File: src/design/sfcc_pkg.sv
// sfcc_pkg: shared constants and crc helper for the sensor frame check block
`default_nettype none

package sfcc_pkg;

  // field widths
  localparam int unsigned ByteW   = 8;
  localparam int unsigned WordW   = 16;
  localparam int unsigned TempW   = 15;
  localparam int unsigned HumW    = 14;
  localparam int unsigned StatusW = 2;
  localparam int unsigned PosW    = 3;

  // crc-8 settings
  localparam logic [ByteW-1:0] CrcInit = 8'hFF;
  localparam logic [ByteW-1:0] CrcPoly = 8'h31;

  // scaling constants
  localparam logic [12:0] TempMul = 13'd4375;
  localparam logic [9:0]  HumMul  = 10'd625;
  localparam logic [TempW-1:0] TempOffset = 15'd4500;
  localparam int unsigned TempShift = 14;
  localparam int unsigned HumShift  = 12;

  // frame byte positions
  localparam logic [PosW-1:0] PosTempHi  = 3'd0;
  localparam logic [PosW-1:0] PosTempLo  = 3'd1;
  localparam logic [PosW-1:0] PosTempCrc = 3'd2;
  localparam logic [PosW-1:0] PosHumHi   = 3'd3;
  localparam logic [PosW-1:0] PosHumLo   = 3'd4;
  localparam logic [PosW-1:0] PosHumCrc  = 3'd5;

  // status bits
  localparam int unsigned StatTempBad = 0;
  localparam int unsigned StatHumBad  = 1;

  // one byte through crc-8, msb first
  function automatic logic [ByteW-1:0] crc8_feed(input logic [ByteW-1:0] crc,
                                                 input logic [ByteW-1:0] b);
    logic [ByteW-1:0] c;
    c = crc ^ b;
    for (int i = 0; i < ByteW; i++) begin
      if (c[ByteW-1]) begin
        c = {c[ByteW-2:0], 1'b0} ^ CrcPoly;
      end else begin
        c = {c[ByteW-2:0], 1'b0};
      end
    end
    return c;
  endfunction

endpackage

`default_nettype wire

File: src/design/sfcc_if.sv
// sfcc_if: valid/ready channels for frame bytes and scaled results
`default_nettype none

interface sfcc_in_if;
  logic       valid;
  logic       ready;
  logic [7:0] frame_byte;
  logic       frame_start;

  modport source (output valid, output frame_byte, output frame_start, input ready);
  modport sink   (input valid, input frame_byte, input frame_start, output ready);
endinterface

interface sfcc_out_if;
  logic               valid;
  logic               ready;
  logic signed [14:0] temperature_centi;
  logic        [13:0] humidity_centi;
  logic        [1:0]  check_status;

  modport source (output valid, output temperature_centi, output humidity_centi,
                  output check_status, input ready);
  modport sink   (input valid, input temperature_centi, input humidity_centi,
                  input check_status, output ready);
endinterface

`default_nettype wire

File: src/design/sensor_frame_crc_check_and_scale.sv
// Sensor frame check and scale: crc-8 check of two words, scaled result per frame
//
// Input channel in_i carries one byte of a six-byte frame per item: temperature
// high, low, crc, humidity high, low, crc. frame_start restarts the frame at the
// temperature high byte; without it, frames simply follow one another.
// Each word is checked with crc-8 (poly 0x31, init 0xff, msb first).
// On the sixth byte one result item goes out on out_o: temperature in hundredths
// of a degree, humidity in hundredths of a percent and a status with bit 0 for a
// bad temperature crc and bit 1 for a bad humidity crc. Values are sent even
// when a check fails. Other bytes give no result.
// Throughput: one byte per cycle unless a sixth byte waits on a stalled result.
// The result is valid the cycle after the sixth byte is accepted, from a register.
// When the receiver stalls, bytes that produce no result are still taken; only
// a sixth byte waits until the held result is taken.
// Reset clears the frame position, the crc and the output valid.
`default_nettype none

module sensor_frame_crc_check_and_scale (
  input  wire logic clk_i,
  input  wire logic rst_ni,
  sfcc_in_if.sink   in_i,
  sfcc_out_if.source out_o
);
  import sfcc_pkg::*;

  // frame state
  logic [PosW-1:0]  pos_q, pos_d;
  logic [ByteW-1:0] crc_q, crc_d;
  logic [ByteW-1:0] hi_q, hi_d;
  logic [WordW-1:0] temp_word_q, temp_word_d;
  logic [WordW-1:0] hum_word_q, hum_word_d;
  logic             temp_ok_q, temp_ok_d;

  // output register
  logic               out_valid_q;
  logic [TempW-1:0]   temp_q, temp_d;
  logic [HumW-1:0]    hum_q, hum_d;
  logic [StatusW-1:0] status_q, status_d;

  logic [PosW-1:0]  pos_eff;
  logic             emit;
  logic             in_fire;
  logic [28:0]      temp_prod;
  logic [25:0]      hum_prod;
  logic [TempW-1:0] temp_scaled;

  // effective position of the incoming byte
  assign pos_eff = in_i.frame_start ? PosTempHi : pos_q;
  assign emit    = (pos_eff == PosHumCrc);

  // take bytes unless a result would collide with a stalled one
  assign in_i.ready = !emit || !out_valid_q || out_o.ready;
  assign in_fire    = in_i.valid && in_i.ready;

  // scaling products
  assign temp_prod   = TempMul * temp_word_q;
  assign hum_prod    = HumMul * hum_word_q;
  assign temp_scaled = temp_prod[TempShift +: TempW];
  assign temp_d      = temp_scaled - TempOffset;
  assign hum_d       = hum_prod[HumShift +: HumW];

  // per-byte next state
  always_comb begin
    pos_d       = pos_q;
    crc_d       = crc_q;
    hi_d        = hi_q;
    temp_word_d = temp_word_q;
    hum_word_d  = hum_word_q;
    temp_ok_d   = temp_ok_q;
    status_d    = '0;
    unique case (pos_eff)
      PosTempLo: begin
        crc_d       = crc8_feed(crc_q, in_i.frame_byte);
        temp_word_d = {hi_q, in_i.frame_byte};
        pos_d       = PosTempCrc;
      end
      PosTempCrc: begin
        temp_ok_d = (crc_q == in_i.frame_byte);
        crc_d     = CrcInit;
        pos_d     = PosHumHi;
      end
      PosHumHi: begin
        crc_d = crc8_feed(CrcInit, in_i.frame_byte);
        hi_d  = in_i.frame_byte;
        pos_d = PosHumLo;
      end
      PosHumLo: begin
        crc_d      = crc8_feed(crc_q, in_i.frame_byte);
        hum_word_d = {hi_q, in_i.frame_byte};
        pos_d      = PosHumCrc;
      end
      PosHumCrc: begin
        status_d[StatTempBad] = !temp_ok_q;
        status_d[StatHumBad]  = (crc_q != in_i.frame_byte);
        crc_d = CrcInit;
        pos_d = PosTempHi;
      end
      default: begin
        crc_d = crc8_feed(CrcInit, in_i.frame_byte);
        hi_d  = in_i.frame_byte;
        pos_d = PosTempLo;
      end
    endcase
  end

  // frame state registers
  always_ff @(posedge clk_i or negedge rst_ni) begin
    if (!rst_ni) begin
      pos_q       <= PosTempHi;
      crc_q       <= CrcInit;
      hi_q        <= '0;
      temp_word_q <= '0;
      hum_word_q  <= '0;
      temp_ok_q   <= 1'b0;
    end else if (in_fire) begin
      pos_q       <= pos_d;
      crc_q       <= crc_d;
      hi_q        <= hi_d;
      temp_word_q <= temp_word_d;
      hum_word_q  <= hum_word_d;
      temp_ok_q   <= temp_ok_d;
    end
  end

  // output valid
  always_ff @(posedge clk_i or negedge rst_ni) begin
    if (!rst_ni) begin
      out_valid_q <= 1'b0;
    end else if (in_fire && emit) begin
      out_valid_q <= 1'b1;
    end else if (out_o.ready) begin
      out_valid_q <= 1'b0;
    end
  end

  // output payload
  always_ff @(posedge clk_i) begin
    if (in_fire && emit) begin
      temp_q   <= temp_d;
      hum_q    <= hum_d;
      status_q <= status_d;
    end
  end

  assign out_o.valid             = out_valid_q;
  assign out_o.temperature_centi = temp_q;
  assign out_o.humidity_centi    = hum_q;
  assign out_o.check_status      = status_q;

endmodule

`default_nettype wire
File: src/flat_wrapper.sv
// flat-port wrapper written by rule: the top's interface ports become plain ports
module sensor_frame_crc_check_and_scale_flat import sfcc_pkg::*;
  (clk_i, rst_ni, in_i_valid, in_i_frame_byte, in_i_frame_start, in_i_ready, out_o_valid, out_o_temperature_centi, out_o_humidity_centi, out_o_check_status, out_o_ready);
  sfcc_in_if in_i_i ();
  sfcc_out_if out_o_i ();
  input  wire logic clk_i;
  input  wire logic rst_ni;
  input wire logic [$bits(in_i_i.valid)-1:0] in_i_valid;
  input wire logic [$bits(in_i_i.frame_byte)-1:0] in_i_frame_byte;
  input wire logic [$bits(in_i_i.frame_start)-1:0] in_i_frame_start;
  output wire logic [$bits(in_i_i.ready)-1:0] in_i_ready;
  output wire logic [$bits(out_o_i.valid)-1:0] out_o_valid;
  output wire logic [$bits(out_o_i.temperature_centi)-1:0] out_o_temperature_centi;
  output wire logic [$bits(out_o_i.humidity_centi)-1:0] out_o_humidity_centi;
  output wire logic [$bits(out_o_i.check_status)-1:0] out_o_check_status;
  input wire logic [$bits(out_o_i.ready)-1:0] out_o_ready;
  assign in_i_i.valid = in_i_valid;
  assign in_i_i.frame_byte = in_i_frame_byte;
  assign in_i_i.frame_start = in_i_frame_start;
  assign in_i_ready = in_i_i.ready;
  assign out_o_valid = out_o_i.valid;
  assign out_o_temperature_centi = out_o_i.temperature_centi;
  assign out_o_humidity_centi = out_o_i.humidity_centi;
  assign out_o_check_status = out_o_i.check_status;
  assign out_o_i.ready = out_o_ready;
  sensor_frame_crc_check_and_scale u_core (.clk_i(clk_i), .rst_ni(rst_ni), .in_i(in_i_i), .out_o(out_o_i));
endmodule
File: config.mk
export PLATFORM = sky130hd
export DESIGN_NAME = sensor_frame_crc_check_and_scale_flat
export DESIGN_NICKNAME = d
export VERILOG_FILES = /design/src/design/sfcc_pkg.sv /design/src/design/sfcc_if.sv /design/src/design/sensor_frame_crc_check_and_scale.sv /design/src/flat_wrapper.sv
export SDC_FILE = /design/constraint.sdc
export NUM_CORES = 1
export LEC_CHECK = 0
export BUFFER_PORTS_ARGS = -buffer_cell sky130_fd_sc_hd__buf_2
export CAP_MARGIN = 20
export CORE_ASPECT_RATIO = 1.1
export CORE_UTILIZATION = 45
export CTS_CLUSTER_DIAMETER = 150
export DETAILED_ROUTE_END_ITERATION = 8
export SLEW_MARGIN = 5
export SYNTH_ARGS = -nofsm -noshare
export SYNTH_HDL_FRONTEND = slang
export SYNTH_SLANG_ARGS = --single-unit
File: constraint.sdc
create_clock -name clk_i -period 6.75 [get_ports clk_i]
set_input_delay 2.025 -clock clk_i [delete_from_list [all_inputs] [get_ports clk_i]]
set_output_delay 2.025 -clock clk_i [all_outputs]
set_load 0.05 [all_outputs]
== After elaboration in Yosys (flattened, before gate mapping) ==
Index checks and enable logic that the tools add are counted.
Widths: inputs -> output; s select.

* Add/sub/neg operators: 1
* Multipliers: 2
* Reductions and logical operators: 15
* Bitwise gates (word level): 33
* Muxes and demuxes: 63
* Eq/ne operators: 7

{| class="wikitable"
|+ Operators with widths
! cell !! count
|-
| $mux 8 || 28
|-
| $mux 6 || 30
|-
| $not 3->3 || 30
|-
| $pmux 8 s4 || 1
|-
| $mul 13x16->29 const A || 1
|-
| $mul 10x16->26 const A || 1
|-
| $pmux 3 s5 || 1
|-
| $sub 15x13->15 const B || 1
|-
| $eq 8x8->1 || 1
|-
| $ne 8x8->1 || 1
|-
| $not 8->8 || 1
|-
| $reduce_and 2->1 || 4
|-
| $xor 8x8->8 || 1
|-
| $eq 3x2->1 const B || 2
|-
| $eq 3x3->1 const B || 2
|-
| $reduce_or 5->1 || 1
|-
| $reduce_or 4->1 || 1
|-
| $eq 3x1->1 const B || 1
|-
| $logic_not 1->1 || 3
|-
| $mux 3 || 1
|-
| $logic_and 1x1->1 || 2
|-
| $logic_or 1x1->1 || 2
|-
| $mux 1 || 2
|-
| $reduce_bool 2->1 || 1
|-
| other kinds (2) || 2
|}

* Output and inout bits: 33
* Word-level logic and storage cells: 131
* Input port bits: 13
* Flip-flop bits (word level): 84

== Longest topological paths before layout ==
* Depth after elaboration: 25
* Mapped depth: 22
* Depth with buffers taken out: 22

== Worst setup path after synthesis ==
Ideal clock, no wire load.

* Kind: register -> register
* From: register u_core.temp_word_q[10]
* To: register u_core.temp_q[14], in the netlist u_core.out_o.temperature_centi[14] (data pin)
* Buffers on the path: 0
* Stages on the path, launching flop included: 23
* Period minus slack after synthesis: 5.806 ns
* Setup slack: 0.944 ns
* Arrival time: 5.545 ns
* Path through: dfrtp_1 > ha_1 > inv_1 > fa_1 > inv_1 > ha_1 > fa_1 > inv_1 > fa_1 > inv_1 > ha_1 > a211oi_1 > o21bai_1 > o21ba_2 > o31a_1 > or2_2 > ha_1 > nor4_4 > nor2b_2 > o311ai_2 > a211oi_1 > a211oi_1 > a21oi_1

* Longest elaborated chain between the ends: 2

{| class="wikitable"
|+ Ends and longest elaborated chain
! element !! RTL line !! source
|-
| start: declaration || sensor_frame_crc_check_and_scale.sv:30 || <nowiki>logic [WordW-1:0] temp_word_q, temp_word_d;</nowiki>
|-
| start signal: assignment || sensor_frame_crc_check_and_scale.sv:119 || <nowiki>temp_word_q <= temp_word_d;</nowiki>
|-
| $mul 13x16->29 || sensor_frame_crc_check_and_scale.sv:56 || <nowiki>assign temp_prod = TempMul * temp_word_q;</nowiki>
|-
| $sub 15x13->15 || sensor_frame_crc_check_and_scale.sv:59 || <nowiki>assign temp_d = temp_scaled - TempOffset;</nowiki>
|-
| net u_core.temp_d[14] || sensor_frame_crc_check_and_scale.sv:36 || <nowiki>logic [TempW-1:0] temp_q, temp_d;</nowiki>
|-
| end signal: assignment || sensor_frame_crc_check_and_scale.sv:139 || <nowiki>temp_q <= temp_d;</nowiki>
|-
| end: declaration || sensor_frame_crc_check_and_scale.sv:36 ||
|}

The timed path passes the listed nets, and every way through them passes these cells.
A chain may end at the register's enable or synchronous reset.

== Worst setup path after layout ==
* From: register u_core.temp_word_q[11]
* To: register u_core.temp_q[14], in the netlist u_core.out_o.temperature_centi[14] (data pin)

Same word-level chain as after synthesis.

==> results.md <==
* Outcome: finished, violations left
* Failing checks: DRC
* FMAX at 163 MHz
* Crit path cell chain: ha_1 -> inv_1 -> fa_1 -> inv_1 -> ha_1 -> fa_1 -> inv_1 -> fa_1 -> inv_1 -> ha_1 -> a211oi_1 -> o21bai_1 -> o21ba_2 -> o31a_1 -> or2_2 -> ha_1 -> nor4_4 -> nor2b_2 -> o311ai_2 -> a211oi_1 -> a211oi_1 -> a21oi_1
* Root Buffer: clkbuf_16
* Average cell area after synthesis at 10.4 sq um
* Async S/R FF share, synth at 0.631
* Layout Area Growth over Synthesis at 8.07%
* Cell taking the most area after synthesis: ha_1
* Dominant synthesized flop cell: dfrtp_1
* WP data arrival at 6.25 ns
* Top cell type's share of synthesized area at 0.222
* Via-to-Cell Ratio at 5.14
* Slowest cell on the critical path: fa_1
* Hold_buf cts at 0
* Worst-path clk slew at 0.06 ns
* Max-cap violations at 0
* ANT cells at 0
* Vias in the first global route at 6043
* Final-report hold violation count at 0
* Critical Path Sink Type: register
* Final setup vio count at 0
* Main combinational cell family by area after synthesis: adder cells
* Largest net degree at the start of global routing at 54
* Leading cell type in the layout, fill and taps excluded: inv_1
* Clock Latency Late Sink at 0.36 ns
* Min-Delay Path Class: reg -> reg
* Io pins at 46
* Yosys reg bits at 84
* Crit Path Category: reg -> reg
* Input/output buffers at 45
* Drt pass-1 iters at 6
* Mapped cell area at 0.00925 sq mm
* Post-DRT Antenna Nets at 0
* Relative slew slack at 0.365
* CP Launch Type: register
* Width of the chip at 139 microns
* Average wire per standard cell at 14.2 microns
* CTS Buf Count at 9
* Placer Congestion at 0.849
* Cell count after synthesis at 887
* Die height at 152 microns
* Area share of xor/xnor cells in the synthesized design at 0.0568
* Slew Limit Fails at 0
* Post-synth EDFFs at 31
* Post-DP HPWL at 13600 microns
* Min Clock Period, post-route at 6.15 ns
* Most frequent cells in the layout: inv_1 (181), ha_1 (164), fa_1 (78), buf_2 (45), dfrtp_1 (45)
* Worst EP required at 6.85 ns
* Post-Synth Simple-Gate Area at 0.0725
* Synth area leaders: ha_1 (22%), fa_1 (17%), dfrtp_1 (12%)
* Detailed Route Iter0 Violations at 230
* Synth Area in Compound Gates at 0.0996
* Nets@finish at 1180
* Netlist cell types at 72
* Worst Path Max Fanout at 7
* Row count at 54
* DRC violations left at 6
* RSZ-0062 raised after global routing: no
* Vias at 6081
* Gr usage total at 0.172
* Fill cell count at 1879
* Core area at 0.0200 sq mm
* Initial antenna violation count at 0
* CTS Sinks at 84
* Synth Warn # at 0
* Die area at 0.0211 sq mm
* Post-cts resize count at 0
* Register area share after synthesis at 0.245
* Least-Margin Pin Slew at 0.950 ns
* Syn nets at 1142
* Max Buffers Root-to-Sink at 2
* CTS tree: built
* H-tree lvl count at 3
* Setup TNS at 0 ns
* Grt ovf at 0
* Initial core utilization at 0.463
* Clock skew at 0.0173 ns
* CP max stage delay at 0.53 ns
* First-pass GRT wire length at 29200 microns
* Tcrit/Tclk final at 0.911
* Post-CTS Repair Setup Buffers at 0
* Final wirelength at 16800 microns
* Layout cells sized above 1 at 0.146
* Adder-cell share of the synthesized area at 0.390
* Mux contribution to synthesized area at 0.0531
==> worst paths after layout <==
| check | startpoint | slack [ns] | cells after the start | end |
|---|---|---|---|---|
| min in group asynchronous | rst_ni | 1.77 | 2 | u_core.hum_word_q[3] |
| hold / removal | u_core.crc_q[1] | 0.49 | 2 | u_core.crc_q[1] |
| hold reg to reg | u_core.crc_q[1] | 0.49 | 2 | u_core.crc_q[1] |
| max in group asynchronous | rst_ni | 4.48 | 2 | u_core.temp_word_q[9] |
| setup / recovery | u_core.temp_word_q[11] | 0.60 | 22 | u_core.out_o.temperature_centi[14] |
| setup reg to reg | u_core.temp_word_q[11] | 0.60 | 22 | u_core.out_o.temperature_centi[14] |
==> cell usage after synthesis, types with 5 or more instances <==
| master | count |
|---|---|
| xor2_1 | 20 |
| and3_1 | 5 |
| nand4_1 | 5 |
| o22ai_1 | 7 |
| ha_1 | 164 |
| a21oi_1 | 30 |
| nor2_1 | 36 |
| inv_1 | 181 |
| nor3_1 | 7 |
| nand2_1 | 34 |
| mux2_2 | 41 |
| a211oi_1 | 9 |
| dfrtp_1 | 45 |
| edfxtp_1 | 31 |
| o21ai_0 | 22 |
| dfstp_2 | 8 |
| fa_1 | 78 |
| xnor2_1 | 40 |
| clkbuf_1 | 15 |
| a21o_1 | 15 |
==> area by class of cell <==
type	instances	area (sq um)	area share
multi-input combinational	603	6230	0.623
sequential	84	2270	0.227
inverter	181	679	0.0679
tap	252	315	0.0315
timing repair buffer	46	233	0.0233
clock buffer	10	229	0.0229
clock inverter	6	46.3	0.00463
==> sequential cells by signal (all words and copies together), names as in the netlist <==
| register | count |
|---|---|
| u_core.hi_q | 8 |
| u_core.temp_ok_q | 1 |
| u_core.out_o.temperature_centi | 15 |
| u_core.crc_q | 8 |
| u_core.out_o.check_status | 2 |
| u_core.hum_word_q | 16 |
| u_core.out_o.valid | 1 |
| u_core.pos_q | 3 |
| u_core.temp_word_q | 16 |
| u_core.out_o.humidity_centi | 14 |
==> critical path: cells and delay by family, from the launching register on <==
kind            cells  cell delay, ns
compound gates      8            1.79
simple gates        3            0.74
flops               1            0.48
fa+ha+maj           7            2.71
buf+inv             4            0.18
==> through the flow <==
step	std cells	hold slack [ns]	utilization	instance area (sq um)	worst slack [ns]
6_report	1182	0.489	0.500	10000	0.603
5_1_grt	1182	0.508	0.500	10000	0.294
4_1_cts	1182	0.495	0.500	10000	0.549
3_5_place_dp	1166	0.486	0.486	9730	0.580
3_3_place_gp	1166	0.479	0.486	9730	0.686
2_1_floorplan	887	0.465	-	9250	0.944
==> cell families after synthesis <==
family | after synthesis
simple gates | 127
buf+inv | 200
fa+ha+maj | 242
flops | 84
compound gates | 130
mux | 44
xor+xnor | 60
==> layer usage <==
layer	up-vias	global-route usage	wire length [microns]	share of wire
met5	-	0	0	0
met4	0	0.0571	280	0.017
met3	19	0.0277	387	0.023
met2	54	0.280	7960	0.47
met1	2961	0.234	8170	0.49
li1	3047	-	-	-
Power is not shown: default switching activity piles up to over one toggle a cycle in this logic, so the estimate is an artifact.
